## src/hdl/hld_pkg.sv

```systemverilog
// package for the hex line draw core: widths, fixed-point constants, helpers
// no dependencies
package hld_pkg;

    localparam int FRAC_BITS = 24;
    localparam int NUDGE_QR  = 17;
    localparam int NUDGE_S   = 34;
    localparam int DEF_COORD_LIMIT = 15;
    // working width of fractional coordinates: sign, up to 8 integer bits, 24 fraction
    localparam int FXW = 33;

    typedef logic signed [FXW-1:0] fx_t;

    // round half away from zero of a Q.24 value, integer result
    function automatic logic signed [8:0] round_half(input fx_t x);
        logic [FXW-1:0] mag;
        logic [FXW-1:0] sum;
        begin
            mag = x[FXW-1] ? FXW'(-x) : FXW'(x);
            sum = mag + FXW'(1 << (FRAC_BITS - 1));
            round_half = x[FXW-1] ? -$signed({1'b0, sum[FRAC_BITS+7:FRAC_BITS]})
                                  :  $signed({1'b0, sum[FRAC_BITS+7:FRAC_BITS]});
        end
    endfunction

    // rounding error magnitude, Q.24
    function automatic logic [FRAC_BITS:0] round_err(input logic signed [8:0] r, input fx_t x);
        fx_t d;
        begin
            d = fx_t'({r, {FRAC_BITS{1'b0}}}) - x;
            round_err = d[FXW-1] ? (FRAC_BITS+1)'(-d) : (FRAC_BITS+1)'(d);
        end
    endfunction

endpackage

```

## src/hdl/hld_div.sv

```systemverilog
// restoring divider for t = floor(i * 2^24 / n), one quotient bit per stage
// depends on hld_pkg
module hld_div #(
    parameter int NW = 6
) (
    input  logic clk,
    input  logic en,
    input  logic [NW-1:0] num,
    input  logic [NW-1:0] den,
    output logic [hld_pkg::FRAC_BITS:0] quo
);
    import hld_pkg::*;
    localparam int QW  = FRAC_BITS + 1;
    localparam int STG = QW;   // one quotient bit per stage

    // remainder, quotient bits and divisor travel down the pipe together
    logic [NW:0]    rem_reg [1:STG-1];
    logic [QW-1:0]  q_reg   [1:STG];
    logic [NW-1:0]  d_reg   [1:STG-1];

    genvar g;
    generate
        for (g = 0; g < STG; g++)
        begin : g_stage
            logic [NW:0]   rem_cur;
            logic [QW-1:0] q_cur;
            logic [NW-1:0] d_cur;
            logic          dvd_bit;
            logic [NW+1:0] shf;
            logic [NW:0]   trial;
            logic          take;

            // i <= n, so the leading NW-1 dividend bits give no quotient bit;
            // the rest of the dividend is i[0] followed by zeros
            if (g == 0)
            begin : g_first
                assign rem_cur = (NW+1)'(num >> 1);
                assign q_cur   = '0;
                assign d_cur   = den;
                assign dvd_bit = num[0];
            end
            else
            begin : g_next
                assign rem_cur = rem_reg[g];
                assign q_cur   = q_reg[g];
                assign d_cur   = d_reg[g];
                assign dvd_bit = 1'b0;
            end

            // trial subtraction
            assign shf   = {rem_cur, dvd_bit};
            assign take  = (shf >= {2'b0, d_cur});
            assign trial = (NW+1)'(shf - {2'b0, d_cur});

            always_ff @(posedge clk)
            begin
                if (en)
                    q_reg[g+1] <= {q_cur[QW-2:0], take};
            end

            // remainder and divisor are needed only by later stages
            if (g < STG - 1)
            begin : g_carry
                always_ff @(posedge clk)
                begin
                    if (en)
                    begin
                        rem_reg[g+1] <= take ? trial : shf[NW:0];
                        d_reg[g+1]   <= d_cur;
                    end
                end
            end
        end
    endgenerate

    assign quo = q_reg[STG];
endmodule

```

## config.mk

```make
export PLATFORM = sky130hd
export DESIGN_NAME = hld_div
export DESIGN_NICKNAME = d
export VERILOG_FILES = /design/src/hdl/hld_pkg.sv /design/src/hdl/hld_div.sv
export SDC_FILE = /design/constraint.sdc
export NUM_CORES = 1
export LEC_CHECK = 0
export ABC_AREA = 1
export CAP_MARGIN = 5
export CORE_MARGIN = 2
export CORE_UTILIZATION = 40
export DETAILED_ROUTE_END_ITERATION = 10
export DONT_BUFFER_PORTS = 1
export GPL_TIMING_DRIVEN = 0
export HOLD_SLACK_MARGIN = 0.15
export PLACE_DENSITY = 0.54
export SLEW_MARGIN = 20
export SYNTH_ARGS = -nofsm -noshare
export SYNTH_HDL_FRONTEND = slang
export SYNTH_SLANG_ARGS = --single-unit
export TNS_END_PERCENT = 30
```

## constraint.sdc

```tcl
create_clock -name clk -period 4.73 [get_ports clk]
set_input_delay 0.473 -clock clk [delete_from_list [all_inputs] [get_ports clk]]
set_output_delay 0.473 -clock clk [all_outputs]
set_load 0.005 [all_outputs]
```

==> run_results.csv <==
group,metric,value,unit
critical_path,cp_max_fo,7,
route,wl_per_cell,13.4,um
placed_design,pre_cts_ws,2720,ps
cts,clk_slew_on_worst_s_h_paths,60,ps
timing,setup_slack,2710,ps
die,die_area,74200,um2
placed_design,hpwlAfterDp,30200,um
critical_path,critical_path_required,5090,ps
route,routed.top_layer,"met4",
finish,largest_register_ff_count,325,
logic_synthesis,netlist-cell-type-count,23,
critical_path,cp_endpoint_kind,"flip-flop",
timing,totalNegativeSetupSlack,0,ps
timing,finalCriticalPeriod,2020,ps
route,vias,16759,
grt,first_pass_grt_wire_length,78800,um
route,first_pass_iters,5,
critical_path,timing.reg2reg.setup_slack,2710,ps
finish,post_route_cells_drive_above_1_share,0.0810,
critical_path,rr_startpoint,"d_reg[3][7]",
finish,layout.cells.most_common,"edfxtp_1",
timing,fin_crit_sh,0.428,
power,leakagePower,13.5,nW
cts,cts_htree_levels,3,
critical_path,critPathArrivalTime,2380,ps
power,power.density_cell_area,562,nW/um2
logic_synthesis,yosys_warnings,0,
route,drc,0,
finish,layout.core_utilization,0.456,
timing,timing.slew.headroom,0.244,
logic_synthesis,syn_area_per_cell,11.9,um2
critical_path,critPathLaunchType,"flip-flop",
grt,track_usage,0.128,
route,initialDrtViolationCount,1086,
worst_hold_path,hold_start,"num[5]",
placed_design,place.gp.congestion,0.874,
cts,cts_resized,0,
finish,layout.cells.most_common_list,"edfxtp_1 (637), nand2_1 (618), inv_1 (288), nand3_1 (279), ha_1 (149)",
flow_run,maxCapViolations,0,
timing,max_freq,494,MHz
cts,postCtsHoldBufs,11,
route,detail_route.vias_per_cell,4.76,
die,i_o_pin_cnt,39,
power,post-layout-total-power,18.3,mW
power,peakVddDrop,0.258,mV
logic_synthesis,synth.net_count,2611,
cts,cts_tree,"done",
worst_hold_path,hold_path_end,"rem_reg[0][12]",
timing,hold_viol,0,
grt,first_global_vias,16416,
logic_synthesis,netlist_area,28800,um2
cts,ctsRootBufferMaster,"clkbuf_16",
cts,clk_latency,600,ps
finish,num-nets-final,2700,
route,detailroute.wirelength.met2,22700,um
route,ant_nets,0,
timing,worstMarginPinSlew,1130,ps
placed_design,port_buffers,0,
timing,finalSetupViolCount,0,
grt,grt_overflow_total,0,
die,initial_util,0.404,
cts,cts_setup_buffers,0,
grt,grt_start_max_net_pins,638,
critical_path,timing.reg2reg.worst_path_depth,9,
cts,numClockSinks,637,
die,placementRows,98,
critical_path,path_type_of_the_worst_setup_path,"flip-flop to flip-flop",
finish,area_added_between_synthesis_and_finish,12.9,%
logic_synthesis,synth_seq_area_share,0.663,
logic_synthesis,postSynthRegisterBits,637,
timing,slew_viol_final,0,
die,chipHeight,272,um
finish,num_antenna_cells,0,
route,drt_wl_total,47200,um
grt,antenna_violations_before_repair,0,
timing,rsz0062_at_grt,"no",
outcome,run_status,"complete, no violations",
worst_hold_path,min-delay-path-class,"input port to flip-flop",
die,die_w,272,um
worst_hold_path,min_path_cells,4,
cts,ctsLongestPathBuffers,3,
critical_path,worst_r2r_endpoint,"rem_reg[1][5]",
cts,numCtsBuffers,72,
timing,timing.clock.skew,22.2,ps
die,fp.coreArea,71400,um2
route,drt-met1-wl,21200,um
logic_synthesis,synth_cells,2424,
route,wl_met3,1970,um
==> report_power, final <==
group	switching [mW]	internal (mW)	leakage (nW)
clock	2.23	3.23	1.13
combinational	3.05	1.79	6.19
sequential	0.472	7.54	6.17
total	5.75	12.6	13.5
==> cells by family (layout without fill, tap and decap cells) <==
| logic type | count (synthesis) | after routing | share of synthesized area |
|---|---|---|---|
| xor gates and xnor gates | 61 | 61 | 0.0185 |
| buffers and inverters | 293 | 438 | 0.0381 |
| DFF | 637 | 637 | 0.663 |
| adders and majority gates | 173 | 173 | 0.0813 |
| AOI/OAI and AO/OA | 129 | 129 | 0.0225 |
| and+or+nand+nor | 1131 | 1131 | 0.176 |
==> layer usage <==
metal | up-vias | GRT usage
met5 | - | 0
met4 | 0 | 0.0518
met3 | 92 | 0.0251
met2 | 297 | 0.214
met1 | 7893 | 0.164
li1 | 8477 | -
==> final cells by class <==
| class | count | area, um2 |
|---|---|---|
| fill | 6357 | 38800 |
| sequential | 637 | 19100 |
| multi-input combinational | 1494 | 8600 |
| clock buffer | 92 | 1920 |
| tap | 950 | 1190 |
| inverter | 293 | 1100 |
| clock inverter | 38 | 398 |
| timing repair buffer | 15 | 220 |
==> synth_stat cells <==
library cell	number	area, um2
edfxtp_1	637	19100
nand2_4	12	135
nand4_4	1	21.3
nand3_4	2	35.0
nand2_2	33	206
nand4_1	5	31.3
nand3_1	279	1400
a21oi_1	108	541
inv_2	5	18.8
ha_1	149	1860
fa_1	24	480
or2_1	1	6.26
nor2_4	18	203
a21oi_2	1	8.76
o21ai_0	20	100
xnor2_1	13	114
inv_1	288	1080
nand3b_1	11	82.6
or2_2	24	150
nor2_2	4	25.0
xor2_1	48	420
nand2_1	618	2320
nor2_1	123	462
==> critical path, stage by stage, from the launching register on <==
cell	delay [ps]
edfxtp_1	460
inv_1	120
ha_1	260
ha_1	190
nand3_1	90
nor2_1	70
nor2_2	250
nand2_2	150
nand3_1	110
nand2_1	60
==> how the worst max path moves through the flow <==
stage                               from              to  slack [ps]
final                        d_reg[3][7]   rem_reg[1][5]        2710
after global placement    rem_reg[1][42]  rem_reg[1][54]        2760
after global routing      rem_reg[0][49]   rem_reg[1][5]        2550
after floorplan           rem_reg[1][42]  rem_reg[1][54]        2980
after detailed placement  rem_reg[1][42]  rem_reg[1][54]        2720
after CTS                    d_reg[4][0]   rem_reg[1][7]        2720
==> per-stage QoR <==
stage	cell area (um2)	cells	hold WS (ps)
final	32600	3519	199
after global routing	32600	3519	208
after CTS	32400	3515	159
after detailed placement	30000	3374	405
after global placement	30000	3374	400
after floorplan	28800	2424	400
Power figures use the tool's default switching activity.
